<file path="src/rtl/prt_pkg.sv">
package prt_pkg;

	// default table size
	localparam int DEF_TABLE_DEPTH = 16;

	localparam int ADDR_W = 32;
	localparam int PORT_W = 10;
	localparam int WILD_W = 6;
	localparam int STAT_W = 2;

	// wildcard count that ignores the whole address
	localparam logic [WILD_W-1:0] MAX_WILD = 6'd32;
	localparam logic [ADDR_W-1:0] ALL_ONES = '1;

	// action codes
	localparam logic ACT_INSERT = 1'b0;
	localparam logic ACT_LOOKUP = 1'b1;

	typedef enum logic [STAT_W-1:0] {
		STAT_LOOKUP = 2'd0,
		STAT_INSERT = 2'd1,
		STAT_UPDATE = 2'd2,
		STAT_FULL   = 2'd3
	} prt_status_t;

	typedef enum logic [2:0] {
		ST_IDLE,
		ST_SCAN_RD,
		ST_SCAN_CHK,
		ST_SHIFT_RD,
		ST_SHIFT_WR
	} prt_state_t;

	typedef struct packed {
		logic [ADDR_W-1:0] addr;
		logic [PORT_W-1:0] port;
		logic [WILD_W-1:0] wild;
	} prt_entry_t;

	// compare unit results
	typedef struct packed {
		logic match;
		logic ahead;
		logic same;
	} prt_cmp_t;

endpackage

</file>
<file path="src/rtl/prt_mem.sv">
module prt_mem
	import prt_pkg::*;
#(
	parameter int TABLE_DEPTH = DEF_TABLE_DEPTH,
	localparam int IDX_W = $clog2(TABLE_DEPTH)
) (
	input  logic             clk,
	input  logic             we,
	input  logic [IDX_W-1:0] wr_addr,
	input  prt_entry_t       wr_data,
	input  logic [IDX_W-1:0] rd_addr,
	output prt_entry_t       rd_data
);

	prt_entry_t mem [TABLE_DEPTH];
	prt_entry_t rd_data_q;

	// single write port
	always_ff @(posedge clk) begin
		if (we) begin
			mem[wr_addr] <= wr_data;
		end
	end

	// registered read port
	always_ff @(posedge clk) begin
		rd_data_q <= mem[rd_addr];
	end

	assign rd_data = rd_data_q;

endmodule

</file>
<file path="src/rtl/prt_cmp.sv">
module prt_cmp
	import prt_pkg::*;
(
	input  prt_entry_t        entry,
	input  logic [ADDR_W-1:0] key_addr,
	input  logic [WILD_W-1:0] key_wild,
	output prt_cmp_t          res
);

	logic [ADDR_W-1:0] mask;

	// prefix mask of the stored entry, empty at full wildcard
	always_comb begin
		if (entry.wild >= MAX_WILD) begin
			mask = '0;
		end else begin
			mask = ALL_ONES << entry.wild;
		end
	end

	// masked match for lookup, sort order and identity for insert
	always_comb begin
		res.match = ((entry.addr & mask) == (key_addr & mask));
		if (entry.wild != key_wild) begin
			res.ahead = (entry.wild < key_wild);
		end else begin
			res.ahead = (entry.addr < key_addr);
		end
		res.same = (entry.wild == key_wild) && (entry.addr == key_addr);
	end

endmodule

</file>
<file path="src/rtl/prefix_route_table_core.sv">
// Longest prefix match table. Pulse start while busy is low to hand in one
// beat: action 0 inserts or updates an entry, action 1 looks up a route.
// Exactly one result beat follows, shown on the result ports for a single
// cycle while done is high; the receiver cannot hold it off, so capture it
// on that cycle. Entries sit in a memory with one write port and one
// registered read port and are visited one at a time by one compare unit: a
// lookup reads and compares entries in order until one matches or none is
// left; an insert compares entries until one is not ahead of the key or none
// is left, then updates a same entry in place, reports a full table, or
// moves the later entries up one place each and writes the new entry.
// Done rises as busy drops. No clearing pass is needed after reset.
module prefix_route_table_core
	import prt_pkg::*;
#(
	parameter int TABLE_DEPTH = DEF_TABLE_DEPTH,
	localparam int IDX_W = $clog2(TABLE_DEPTH),
	localparam int CNT_W = $clog2(TABLE_DEPTH + 1)
) (
	input  logic              clk,
	input  logic              arst_n,
	input  logic              start,
	output logic              busy,
	input  logic              action,
	input  logic [ADDR_W-1:0] address,
	input  logic [PORT_W-1:0] egress_port,
	input  logic [WILD_W-1:0] wildcard_bits,
	output logic              done,
	output logic              hit,
	output logic [PORT_W-1:0] route_port,
	output logic [WILD_W-1:0] matched_wildcard,
	output logic [STAT_W-1:0] status,
	output logic [CNT_W-1:0]  entry_count
);

	prt_state_t state_q, state_d;

	logic              act_q;
	logic [ADDR_W-1:0] addr_q;
	logic [PORT_W-1:0] port_q;
	logic [WILD_W-1:0] wild_q;
	logic [CNT_W-1:0]  idx_q;
	logic [CNT_W-1:0]  sh_q;
	logic [CNT_W-1:0]  count_q;
	logic [CNT_W-1:0]  sh_prev;

	logic              done_q;
	logic              hit_q;
	logic [PORT_W-1:0] route_port_q;
	logic [WILD_W-1:0] matched_wild_q;
	prt_status_t       status_q;
	logic [CNT_W-1:0]  entry_count_q;

	logic        accept;
	logic        full;
	logic        scan_end;
	logic        shift_end;

	logic        idx_inc;
	logic        ld_sh;
	logic        sh_dec;
	logic        cnt_inc;
	logic        fin;
	logic        fin_hit;
	prt_status_t fin_status;

	logic             we;
	logic [IDX_W-1:0] wr_addr;
	prt_entry_t       wr_data;
	logic [IDX_W-1:0] rd_addr;
	prt_entry_t       rd_data;
	prt_entry_t       ins_entry;
	prt_cmp_t         cmp;

	assign accept    = start && (state_q == ST_IDLE);
	assign busy      = (state_q != ST_IDLE);
	assign full      = (count_q == CNT_W'(TABLE_DEPTH));
	assign scan_end  = (idx_q == count_q);
	assign shift_end = (sh_q == idx_q);
	assign sh_prev   = sh_q - 1'b1;
	assign ins_entry = '{addr: addr_q, port: port_q, wild: wild_q};

	prt_mem #(
		.TABLE_DEPTH(TABLE_DEPTH)
	) u_mem (
		.clk    (clk),
		.we     (we),
		.wr_addr(wr_addr),
		.wr_data(wr_data),
		.rd_addr(rd_addr),
		.rd_data(rd_data)
	);

	prt_cmp u_cmp (
		.entry   (rd_data),
		.key_addr(addr_q),
		.key_wild(wild_q),
		.res     (cmp)
	);

	// next state
	always_comb begin
		state_d = state_q;
		case (state_q)
			ST_IDLE: begin
				if (start) begin
					state_d = ST_SCAN_RD;
				end
			end
			ST_SCAN_RD: begin
				if (!scan_end) begin
					state_d = ST_SCAN_CHK;
				end else if (act_q == ACT_LOOKUP || full) begin
					state_d = ST_IDLE;
				end else begin
					state_d = ST_SHIFT_RD;
				end
			end
			ST_SCAN_CHK: begin
				if (act_q == ACT_LOOKUP) begin
					state_d = cmp.match ? ST_IDLE : ST_SCAN_RD;
				end else if (cmp.ahead) begin
					state_d = ST_SCAN_RD;
				end else if (cmp.same || full) begin
					state_d = ST_IDLE;
				end else begin
					state_d = ST_SHIFT_RD;
				end
			end
			ST_SHIFT_RD: begin
				state_d = shift_end ? ST_IDLE : ST_SHIFT_WR;
			end
			ST_SHIFT_WR: begin
				state_d = ST_SHIFT_RD;
			end
			default: begin
				state_d = ST_IDLE;
			end
		endcase
	end

	// sequencer outputs: memory access, counters and result
	always_comb begin
		idx_inc    = 1'b0;
		ld_sh      = 1'b0;
		sh_dec     = 1'b0;
		cnt_inc    = 1'b0;
		fin        = 1'b0;
		fin_hit    = 1'b0;
		fin_status = STAT_LOOKUP;
		we         = 1'b0;
		wr_addr    = idx_q[IDX_W-1:0];
		wr_data    = ins_entry;
		rd_addr    = idx_q[IDX_W-1:0];
		case (state_q)
			ST_SCAN_RD: begin
				if (scan_end) begin
					if (act_q == ACT_LOOKUP) begin
						fin = 1'b1;
					end else if (full) begin
						fin        = 1'b1;
						fin_status = STAT_FULL;
					end else begin
						ld_sh = 1'b1;
					end
				end
			end
			ST_SCAN_CHK: begin
				if (act_q == ACT_LOOKUP) begin
					if (cmp.match) begin
						fin     = 1'b1;
						fin_hit = 1'b1;
					end else begin
						idx_inc = 1'b1;
					end
				end else if (cmp.ahead) begin
					idx_inc = 1'b1;
				end else if (cmp.same) begin
					we         = 1'b1;
					fin        = 1'b1;
					fin_status = STAT_UPDATE;
				end else if (full) begin
					fin        = 1'b1;
					fin_status = STAT_FULL;
				end else begin
					ld_sh = 1'b1;
				end
			end
			ST_SHIFT_RD: begin
				rd_addr = sh_prev[IDX_W-1:0];
				if (shift_end) begin
					we         = 1'b1;
					cnt_inc    = 1'b1;
					fin        = 1'b1;
					fin_status = STAT_INSERT;
				end
			end
			ST_SHIFT_WR: begin
				we      = 1'b1;
				wr_addr = sh_q[IDX_W-1:0];
				wr_data = rd_data;
				sh_dec  = 1'b1;
			end
			default: begin
			end
		endcase
	end

	// state and entry count
	always_ff @(posedge clk or negedge arst_n) begin
		if (!arst_n) begin
			state_q <= ST_IDLE;
			count_q <= '0;
			done_q  <= 1'b0;
		end else begin
			state_q <= state_d;
			done_q  <= fin;
			if (cnt_inc) begin
				count_q <= count_q + 1'b1;
			end
		end
	end

	// item key and scan pointers
	always_ff @(posedge clk) begin
		if (accept) begin
			act_q  <= action;
			addr_q <= address;
			port_q <= egress_port;
			wild_q <= (wildcard_bits > MAX_WILD) ? MAX_WILD : wildcard_bits;
			idx_q  <= '0;
		end else if (idx_inc) begin
			idx_q <= idx_q + 1'b1;
		end
		if (ld_sh) begin
			sh_q <= count_q;
		end else if (sh_dec) begin
			sh_q <= sh_prev;
		end
	end

	// result beat
	always_ff @(posedge clk) begin
		if (fin) begin
			hit_q          <= fin_hit;
			route_port_q   <= fin_hit ? rd_data.port : '0;
			matched_wild_q <= fin_hit ? rd_data.wild : '0;
			status_q       <= fin_status;
			entry_count_q  <= cnt_inc ? count_q + 1'b1 : count_q;
		end
	end

	assign done             = done_q;
	assign hit              = hit_q;
	assign route_port       = route_port_q;
	assign matched_wildcard = matched_wild_q;
	assign status           = status_q;
	assign entry_count      = entry_count_q;

endmodule
</file>
<file path="config.mk">
export PLATFORM = sky130hd
export DESIGN_NAME = prefix_route_table_core
export DESIGN_NICKNAME = d
export VERILOG_FILES = /design/src/rtl/prt_pkg.sv /design/src/rtl/prt_mem.sv /design/src/rtl/prt_cmp.sv /design/src/rtl/prefix_route_table_core.sv
export SDC_FILE = /design/constraint.sdc
export NUM_CORES = 1
export LEC_CHECK = 0
export ABC_CLOCK_PERIOD_IN_PS = 14110
export BUFFER_PORTS_ARGS = -buffer_cell sky130_fd_sc_hd__buf_2
export CORE_MARGIN = 2
export CORE_UTILIZATION = 30
export CTS_CLUSTER_SIZE = 20
export DETAILED_ROUTE_END_ITERATION = 8
export RECOVER_POWER = 50
export SLEW_MARGIN = 5
export SYNTH_ARGS = -nofsm -noshare
export SYNTH_HDL_FRONTEND = slang
export SYNTH_SLANG_ARGS = --single-unit
</file>
<file path="constraint.sdc">
create_clock -name clk -period 14.11 [get_ports clk]
set_input_delay 2.822 -clock clk [delete_from_list [all_inputs] [get_ports clk]]
set_output_delay 2.822 -clock clk [all_outputs]
set_load 0.01 [all_outputs]
</file>
==> results of run 1 <==
## where the power goes
| part | internal (uW) | leakage, uW | total, uW | switching (uW) |
|---|---|---|---|---|
| combinational | 924 | 0.00372 | 2100 | 1180 |
| sequential | 3350 | 0.00820 | 3540 | 182 |
| clock | 1540 | 0.00157 | 2550 | 1020 |
## per-layer routing
layer  vias up  track usage [%]  part of all wire, %
met4         6             3.54                  1.9
met2       606             21.4                   46
met5         -                0                0.045
li1       7759                -                    -
met3       128             2.27                  6.4
met1      9461             19.7                   45
## state kept, by name, indices dropped and copies added, names as in the netlist
name,count
u_mem.mem,768
u_mem.rd_data,48
addr_q,32
port_q,10
route_port,10
matched_wildcard,6
wild_q,6
count_q,5
entry_count,5
idx_q,5
sh_q,5
state_q,3
status,2
act_q,1
done,1
hit,1
## worst max-delay path: cells and delay by family (launching register included)
kind / cells / cell delay, ps
AND/OR/NAND/NOR: 3 / 2250
buffers and inverters: 2 / 3020
AO/OA/AOI/OAI: 1 / 660
flip-flops: 1 / 450
## how the worst max path moves through the flow
stage                           startpoint                 to  slack (ps)
final                           state_q[0]  u_mem.mem[11][20]        7280
after detailed placement  u_mem.rd_data[1]      route_port[2]        9200
after global placement    u_mem.rd_data[1]      route_port[0]        9280
after CTS                 u_mem.rd_data[1]      route_port[5]        9200
after global routing            state_q[0]   u_mem.mem[11][5]        6620
after floorplan                 addr_q[31]   u_mem.mem[10][0]        8020
## logic make-up (layout without fill, tap and decap cells)
group | count (synthesis) | count (layout) | share of synthesized area (%)
XOR/XNOR | 49 | 49 | 1.19
AO/OA/AOI/OAI | 218 | 218 | 3.82
multiplexers | 264 | 264 | 14.1
adder cells (fa/ha/maj) | 42 | 42 | 1.46
buffers and inverters | 143 | 354 | 1.82
AND/OR/NAND/NOR | 227 | 227 | 3.46
other | 0 | 1 | 0
flip-flops | 908 | 908 | 74.2
## cells in the final DEF (no fill, tap or decap), types with 10 or more instances in the layout
cell,instances
o21ai_0,51
bufinv_16,15
clkbuf_1,76
a21oi_1,67
nand4_1,10
inv_1,47
nor2_1,20
ha_1,42
a31oi_1,12
nor3_2,16
mux2_1,15
xor2_1,15
edfxtp_1,846
dfxtp_1,53
clkbuf_16,93
clkinv_1,12
mux2i_1,55
xnor2_1,34
mux4_2,192
nor2b_1,54
a211oi_1,52
and2_1,20
nand3_1,11
buf_4,28
clkinv_2,15
buf_2,47
nand2_1,57
## layout make-up
| class | instances | area, um2 |
|---|---|---|
| Clock inverter | 52 | 707 |
| Fill cell | 11252 | 77900 |
| Sequential cell | 908 | 26700 |
| Multi-Input combinational cell | 800 | 8750 |
| Inverter | 48 | 180 |
| Tap cell | 1612 | 2020 |
| Antenna cell | 1 | 2.50 |
| Clock buffer | 120 | 2510 |
| Timing Repair Buffer | 134 | 699 |
## through the flow
stage	instance area [um2]	cells	util, %	power, uW
2_1_floorplan	36000	1851	-	5100
4_1_cts	41700	3673	34.9	8280
5_1_grt	41600	3674	34.8	8570
3_5_place_dp	38500	3501	32.2	5720
3_3_place_gp	38500	3500	32.2	5670
6_report	41600	3675	34.8	8190
==> impl_metrics.py, run 1 <==
metrics = {
    "status": {
        "status": "finished, violations left",
        "violations": "max-capacitance violations, max-slew violations",
    },
    "detailed_routing": {
        "post-route-drc-count": 0,
        "wire_per_inst_um": 22.9,
        "vias": 17960,
        "drt.antenna.violating_nets": 0,
        "drtPass1Iterations": 5,
        "drt_iter0_markers": 1858,
        "viasPerCell": 4.89,
        "wl_mm": 84.2,
    },
    "placement": {
        "hpwl_mm": 45.1,
        "port_buffers": 77,
        "gp_congestion": 0.808,
        "place_ws_ps": 9200,
    },
    "critical_path": {
        "crit_required_ps": 14370,
        "critical-path-max-stage-delay_ps": 2130,
        "worstPathMaxFanout": 60,
        "critPathKind": "flop to flop",
        "arrival_ps": 7080,
        "reg2reg_to": "u_mem.mem[11][20]",
        "path_cells": "nor2_1, and2_0, clkbuf_1, a31oi_1, nor3_2, buf_4",
        "ff2ff_path_depth": 6,
        "critPathCaptureType": "flop",
        "r2r_slack_ps": 7280,
        "cp_slowest_cell": "clkbuf_1",
        "r2r-start": "state_q[0]",
        "critPathLaunchType": "flop",
    },
    "logic_synthesis": {
        "synth.largest_area_cell": "edfxtp_1",
        "ys_warn_count": 0,
        "ys_seq_elements": 908,
        "syn-mean-instance-area_um2": 19.4,
        "synth_edf_count": 846,
        "synthCells": 1851,
        "synth_cell_types": 62,
        "synth.area.top_cells": "edfxtp_1 71%, mux4_2 12%, dfxtp_1 2.9%",
        "yosysMostFrequentCell": "edfxtp_1",
        "async_flop_share_pct": 0.991,
        "synth_nets": 1945,
        "synth_area_um2": 36000,
        "yosysSeqAreaShare_pct": 74.2,
        "ys_top_cells_by_count": "846 x edfxtp_1, 192 x mux4_2, 68 x a21oi_1, 57 x mux2i_1, 57 x nand2_1",
        "synth_top_area_share_pct": 70.6,
        "synth_flop_cell": "edfxtp_1",
    },
    "sta": {
        "finalHoldViolCount": 0,
        "final_max_slew_viol_count": 333,
        "worst_pin_slew_ps": 3690,
        "fin_skew_ps": 31.9,
        "fin_crit_sh_pct": 48.4,
        "rsz0062_at_grt": "no",
        "fin_hold_ws_ps": 540,
        "period_needed_ps": 6830,
        "setup_violations": 0,
        "fmax_mhz": 146,
        "layout_setup_ws_ps": 7280,
        "finalSetupTns_ps": 0,
        "slew_headroom_pct": -146,
    },
    "cts": {
        "clockRootBuffer": "clkbuf_16",
        "cts_sinks": 908,
        "cts_htree_levels": 3,
        "post_cts_buffers": 0,
        "clkSlewWorstSetupHoldPaths_ps": 60,
        "cts_tree": "done",
        "cts_buffer_depth": 3,
        "clock_latency_ps": 660,
        "cts_resized": 0,
        "cts_hold_buf": 0,
        "cts_buffers": 92,
    },
    "finish": {
        "drive_above_1_share_pct": 21.4,
        "area_growth_pct": 15.5,
        "final_nets": 2078,
    },
    "floorplanning": {
        "dieArea_um2": 123000,
        "num_rows": 127,
        "io_pins": 78,
        "start_util_pct": 30.1,
        "core_area_um2": 119000,
        "die_x_um": 350,
        "die_y_um": 350,
    },
    "grt": {
        "grt.overflow.total": 0,
        "track_usage_pct": 13.7,
        "grt_pass1_wl_mm": 123,
        "grt_max_degree": 145,
        "first_global_vias": 18428,
        "antenna_found_initial": 7,
    },
    "run": {
        "max-cap-violations": 13,
    },
    "min_path": {
        "min_path_type": "flop to flop",
        "hold-path-cell-count": 1,
        "hold_start": "idx_q[4]",
        "min_to": "idx_q[4]",
    },
    "pwr": {
        "power.density_nw_per_um2": 197,
        "p_leak_uw": 0.0135,
        "ir_drop_uv": 193,
    },
}
Note: power is estimated with default switching activity, not from simulation.
==> run 2: changes to the inputs <==
Settings changed: ABC_CLOCK_PERIOD_IN_PS 14110 to 6900.
Clock period 14.11 ns to 6.9 ns, I/O delays scaled along.
==> run 2 against run 1 <==
The run still ends with max-capacitance violations, max-slew violations left. Power increased by 110%. Highest routed layer unchanged. Critical path type unchanged. Critical path depth rose by 1. Cell area up 0.48%. Cell count up 0.33%. Register-to-register slack got worse by 5000 ps. Sequential power is 100% higher. Core utilization up 0.17 points.
==> impl_metrics.py, run 2 (synthesized netlist as in run 1, its figures left out) <==
metrics = {
    "status": {
        "status": "finished, violations left",
        "violations": "max-capacitance violations, max-slew violations",
    },
    "detailed_routing": {
        "post-route-drc-count": 0,
        "viasPerCell": 4.80,
        "vias": 17691,
        "drtPass1Iterations": 5,
        "wire_per_inst_um": 21.9,
        "wl_mm": 80.8,
        "drt_iter0_markers": 1400,
        "drt.antenna.violating_nets": 0,
    },
    "finish": {
        "final_nets": 2087,
        "area_growth_pct": 16.0,
        "regArea_um2": 26700,
        "final_common_cell": "edfxtp_1",
        "fill_cells": 11176,
        "multi_input_area_um2": 8770,
        "regMostFlops": "u_mem.mem",
        "mostFrequentLayoutCells": "846 x edfxtp_1, 192 x mux4_2, 116 x clkbuf_1",
        "largest_reg_flops": 768,
        "drive_above_1_share_pct": 20.3,
        "antennaDiodeCount": 0,
    },
    "grt": {
        "grt.overflow.total": 0,
        "grt_pass1_wl_mm": 120,
        "antenna_found_initial": 3,
        "first_global_vias": 18162,
        "grt_max_degree": 125,
        "track_usage_pct": 13.2,
    },
    "critical_path": {
        "critical-path-max-stage-delay_ps": 820,
        "cp_top_family": "simple AND/OR/NAND/NOR gates",
        "cp_slowest_cell": "or4_1",
        "arrival_ps": 4880,
        "critPathCaptureType": "flop",
        "crit_buf_inv": 0,
        "critPathKind": "flop to flop",
        "critPathLaunchType": "flop",
        "worstPathMaxFanout": 25,
        "path_cells": "and2_1, a31oi_1, nor4_1, o221ai_1, or4_1, nor2_8, or4_2",
        "crit_required_ps": 7180,
    },
    "floorplanning": {
        "die_y_um": 350,
        "start_util_pct": 30.1,
        "die_x_um": 350,
        "num_rows": 127,
        "core_area_um2": 119000,
        "dieArea_um2": 123000,
        "io_pins": 78,
    },
    "sta": {
        "final_max_slew_viol_count": 190,
        "fin_hold_ws_ps": 520,
        "fin_crit_sh_pct": 66.6,
        "slew_headroom_pct": -106,
        "worst_pin_slew_ps": 3090,
        "finalHoldViolCount": 0,
        "setup_violations": 0,
        "fin_skew_ps": 51.0,
        "fmax_mhz": 218,
        "period_needed_ps": 4590,
        "rsz0062_at_grt": "no",
        "finalSetupTns_ps": 0,
    },
    "cts": {
        "cts_resized": 0,
        "cts_htree_levels": 3,
        "cts_buffers": 98,
        "cts_tree": "done",
        "clockRootBuffer": "clkbuf_16",
        "post_cts_buffers": 0,
        "clock_latency_ps": 690,
        "cts_hold_buf": 0,
        "clkSlewWorstSetupHoldPaths_ps": 60,
        "cts_sinks": 908,
        "cts_buffer_depth": 3,
    },
    "placement": {
        "gp_congestion": 0.834,
        "port_buffers": 77,
        "hpwl_mm": 45.8,
    },
    "pwr": {
        "power.density_nw_per_um2": 406,
        "ir_drop_uv": 317,
        "p_leak_uw": 0.0135,
    },
    "run": {
        "max-cap-violations": 8,
    },
    "min_path": {
        "min_path_type": "flop to flop",
    },
}
-- run 2: cell types whose count changed in the layout (fill, tap and decap cells not counted), moves of 2 or more --
cell	delta
bufinv_16	-3
clkinv_8	-2
clkinv_1	-4
clkinv_2	-4
clkbuf_16	+6
clkbuf_1	+40
clkbuf_8	+3
clkinv_16	+4
buf_2	-27
-- run 2: where the power goes --
group          leakage, uW  internal (uW)  switching (uW)  total, uW
sequential         0.00820           6860             346       7200
clock              0.00164           3240            2160       5400
combinational      0.00366           1870            2460       4330
-- run 2: worst paths after layout --
| kind | start | endpoint | slack [ps] | cells past startpoint |
|---|---|---|---|---|
| worst max-delay path | u_mem.rd_data[1] | route_port[4] | 2310 | 7 |
| worst min-delay path | idx_q[4] | idx_q[4] | 520 | 1 |
| worst max register to register | u_mem.rd_data[1] | route_port[4] | 2310 | 7 |
| worst min register to register | idx_q[4] | idx_q[4] | 520 | 1 |
| max in group asynchronous | arst_n | count_q[0] | 5880 | 1 |
| min in group asynchronous | arst_n | state_q[2] | 680 | 1 |
-- run 2: metal layers --
| layer | vias to the layer above | routed length, um | global-route usage, % |
|---|---|---|---|
| li1 | 7784 | - | - |
| met1 | 9272 | 36900 | 19.0 |
| met2 | 503 | 37200 | 20.5 |
| met3 | 128 | 4780 | 2.25 |
| met4 | 4 | 1850 | 3.63 |
| met5 | - | 24 | 0 |
-- run 2: layout make-up --
| class | count | share of cell area, % |
|---|---|---|
| Clock buffer | 139 | 6.56 |
| Sequential cell | 908 | 63.9 |
| Tap cell | 1612 | 4.83 |
| Inverter | 48 | 0.432 |
| Timing Repair Buffer | 137 | 1.65 |
| Clock inverter | 43 | 1.60 |
| Multi-Input combinational cell | 800 | 21.0 |
-- run 2: per-stage QoR --
| step | setup WS, ps | instance area (um2) | utilization, % | cells | total power, uW |
|---|---|---|---|---|---|
| floorplan | 810 | 36000 | - | 1851 | 10400 |
| global placement | 2460 | 38500 | 32.2 | 3505 | 11700 |
| detailed placement | 2390 | 38500 | 32.2 | 3505 | 11800 |
| CTS | 2320 | 41900 | 35.1 | 3687 | 17200 |
| global route | 2040 | 41800 | 34.9 | 3687 | 17700 |
| finish | 2310 | 41800 | 34.9 | 3687 | 16900 |
==> run 3: changes to the inputs <==
Settings changed: ABC_CLOCK_PERIOD_IN_PS 6900 to 4350.
Clock period 6.9 ns to 4.35 ns, I/O delays scaled along.
==> run 3 against run 2 <==
The flow still finishes with violations (max-capacitance violations, max-slew violations). Clock power is 58% higher. Critical path type unchanged. Hold slack worse by 350 ps. Flip-flop and latch count stayed put. Critical path depth is 3 higher. Routed wire length is 7.3% higher. Cell count is 0.90% higher. Sequential power is 57% higher. Critical endpoint is now u_mem.mem[13][21]. Via count is 2.9% higher. Cell area is 1.6% higher. Die area stayed put. First-iteration DRC count is 15% higher. Largest cell class unchanged.
==> impl_metrics.py, run 3 (synthesized netlist as in run 1, its figures left out) <==
metrics = {
    "cts": {
        "clkSlewWorstSetupHoldPaths_ps": 60,
        "cts_tree": "done",
        "cts_buffer_depth": 3,
        "cts_resized": 0,
        "post_cts_buffers": 0,
        "cts_buffers": 95,
        "cts_hold_buf": 0,
        "cts_sinks": 908,
        "cts_htree_levels": 3,
        "clock_latency_ps": 660,
        "clockRootBuffer": "clkbuf_16",
    },
    "finish": {
        "area_growth_pct": 17.9,
        "drive_above_1_share_pct": 22.5,
        "stdcell_area_um2": 42400,
        "post-route-util_pct": 35.5,
        "final_common_cell": "edfxtp_1",
        "regMostFlops": "u_mem.mem",
        "mostFrequentLayoutCells": "846 x edfxtp_1, 192 x mux4_2, 96 x clkbuf_16",
        "final_nets": 2119,
        "largest_reg_flops": 768,
    },
    "grt": {
        "antenna_found_initial": 9,
        "first_global_vias": 18740,
        "grt_pass1_wl_mm": 128,
        "grt_max_degree": 100,
        "grt.overflow.total": 0,
        "track_usage_pct": 14.1,
    },
    "sta": {
        "finalHoldViolCount": 0,
        "fin_skew_ps": 27.3,
        "setup_violations": 0,
        "slew_headroom_pct": -38.5,
        "final_max_slew_viol_count": 356,
        "fin_hold_ws_ps": 165,
        "worst_pin_slew_ps": 2060,
        "finalSetupTns_ps": 0,
        "period_needed_ps": 4020,
        "fmax_mhz": 249,
        "rsz0062_at_grt": "no",
        "fin_crit_sh_pct": 92.3,
    },
    "floorplanning": {
        "dieArea_um2": 123000,
        "start_util_pct": 30.1,
        "die_x_um": 350,
        "die_y_um": 350,
        "num_rows": 127,
        "core_area_um2": 119000,
        "io_pins": 78,
    },
    "detailed_routing": {
        "drtPass1Iterations": 5,
        "post-route-drc-count": 0,
        "drt.antenna.violating_nets": 0,
        "wl_mm": 86.7,
        "drt_iter0_markers": 1615,
        "wire_per_inst_um": 23.3,
        "vias": 18199,
        "viasPerCell": 4.89,
    },
    "critical_path": {
        "cp_slowest_cell": "nor3_4",
        "cp-startpoint": "addr_q[31]",
        "worstPathMaxFanout": 17,
        "ff2ff_path_depth": 10,
        "reg2reg_to": "u_mem.mem[13][21]",
        "r2r-start": "addr_q[31]",
        "arrival_ps": 4350,
        "critical-path-max-stage-delay_ps": 610,
        "critPathCaptureType": "flop",
        "r2r_slack_ps": 330,
        "crit_required_ps": 4690,
        "critPathLaunchType": "flop",
        "path_cells": "inv_1, ha_1, nand4_2, nor4_1, and4_1, o31ai_2, a21o_4, o31a_4, nor3_4, buf_12",
        "critPathKind": "flop to flop",
    },
    "placement": {
        "gp_congestion": 0.850,
        "place_area_um2": 39300,
        "port_buffers": 77,
        "hpwl_mm": 53.8,
    },
    "min_path": {
        "min_path_type": "primary input to asynchronous set/reset pin",
    },
    "status": {
        "violations": "max-capacitance violations, max-slew violations",
        "status": "finished, violations left",
    },
    "run": {
        "max-cap-violations": 21,
    },
    "pwr": {
        "ir_drop_uv": 318,
        "power.density_nw_per_um2": 648,
        "p_leak_uw": 0.0140,
    },
}
run 3: metrics by stage:
step / setup WS [ps] / power [uW] / instances
after floorplan: -322 / 16600 / 1851
after global placement: 542 / 19200 / 3540
final: 335 / 27500 / 3720
after detailed placement: 512 / 19300 / 3540
after global routing: 172 / 28700 / 3720
after CTS: 448 / 27800 / 3719
run 3: power by group:
| part | switching [uW] | internal [uW] | leakage, uW | total [uW] |
|---|---|---|---|---|
| sequential | 465 | 10900 | 0.00820 | 11300 |
| clock | 3370 | 5130 | 0.00164 | 8510 |
| combinational | 4400 | 3260 | 0.00415 | 7660 |
run 3: how the worst max path moves through the flow:
stage,end,slack [ps]
final,u_mem.mem[13][21],330
after global routing,u_mem.mem[12][21],170
after CTS,u_mem.mem[12][21],450
after detailed placement,u_mem.mem[12][21],510
after global placement,u_mem.mem[12][21],540
after floorplan,u_mem.mem[3][0],-320
run 3: worst max-delay path: cells and delay by family (launching register included):
| family | cells | cell delay, ps |
|---|---|---|
| AND/OR/NAND/NOR | 4 | 1640 |
| flip-flops | 1 | 360 |
| buffers and inverters | 2 | 320 |
| adder cells (fa/ha/maj) | 1 | 330 |
| AO/OA/AOI/OAI | 3 | 1020 |
run 3: per-layer routing:
layer  track usage [%]  part of all wire [%]
met5                 0                     0
met4              3.43                   2.1
met3              3.06                   6.6
met2              22.4                    47
met1              19.7                    44
run 3: layout make-up:
type                       count  area (um2)
clock buffer                 125        2600
sequential                   908       26700
timing repair buffer         172        1390
multi-input combinational    800        8850
tap                         1612        2020
antenna                        1        2.50
inverter                      48         180
clock inverter                54         716
fill                       11134       77100
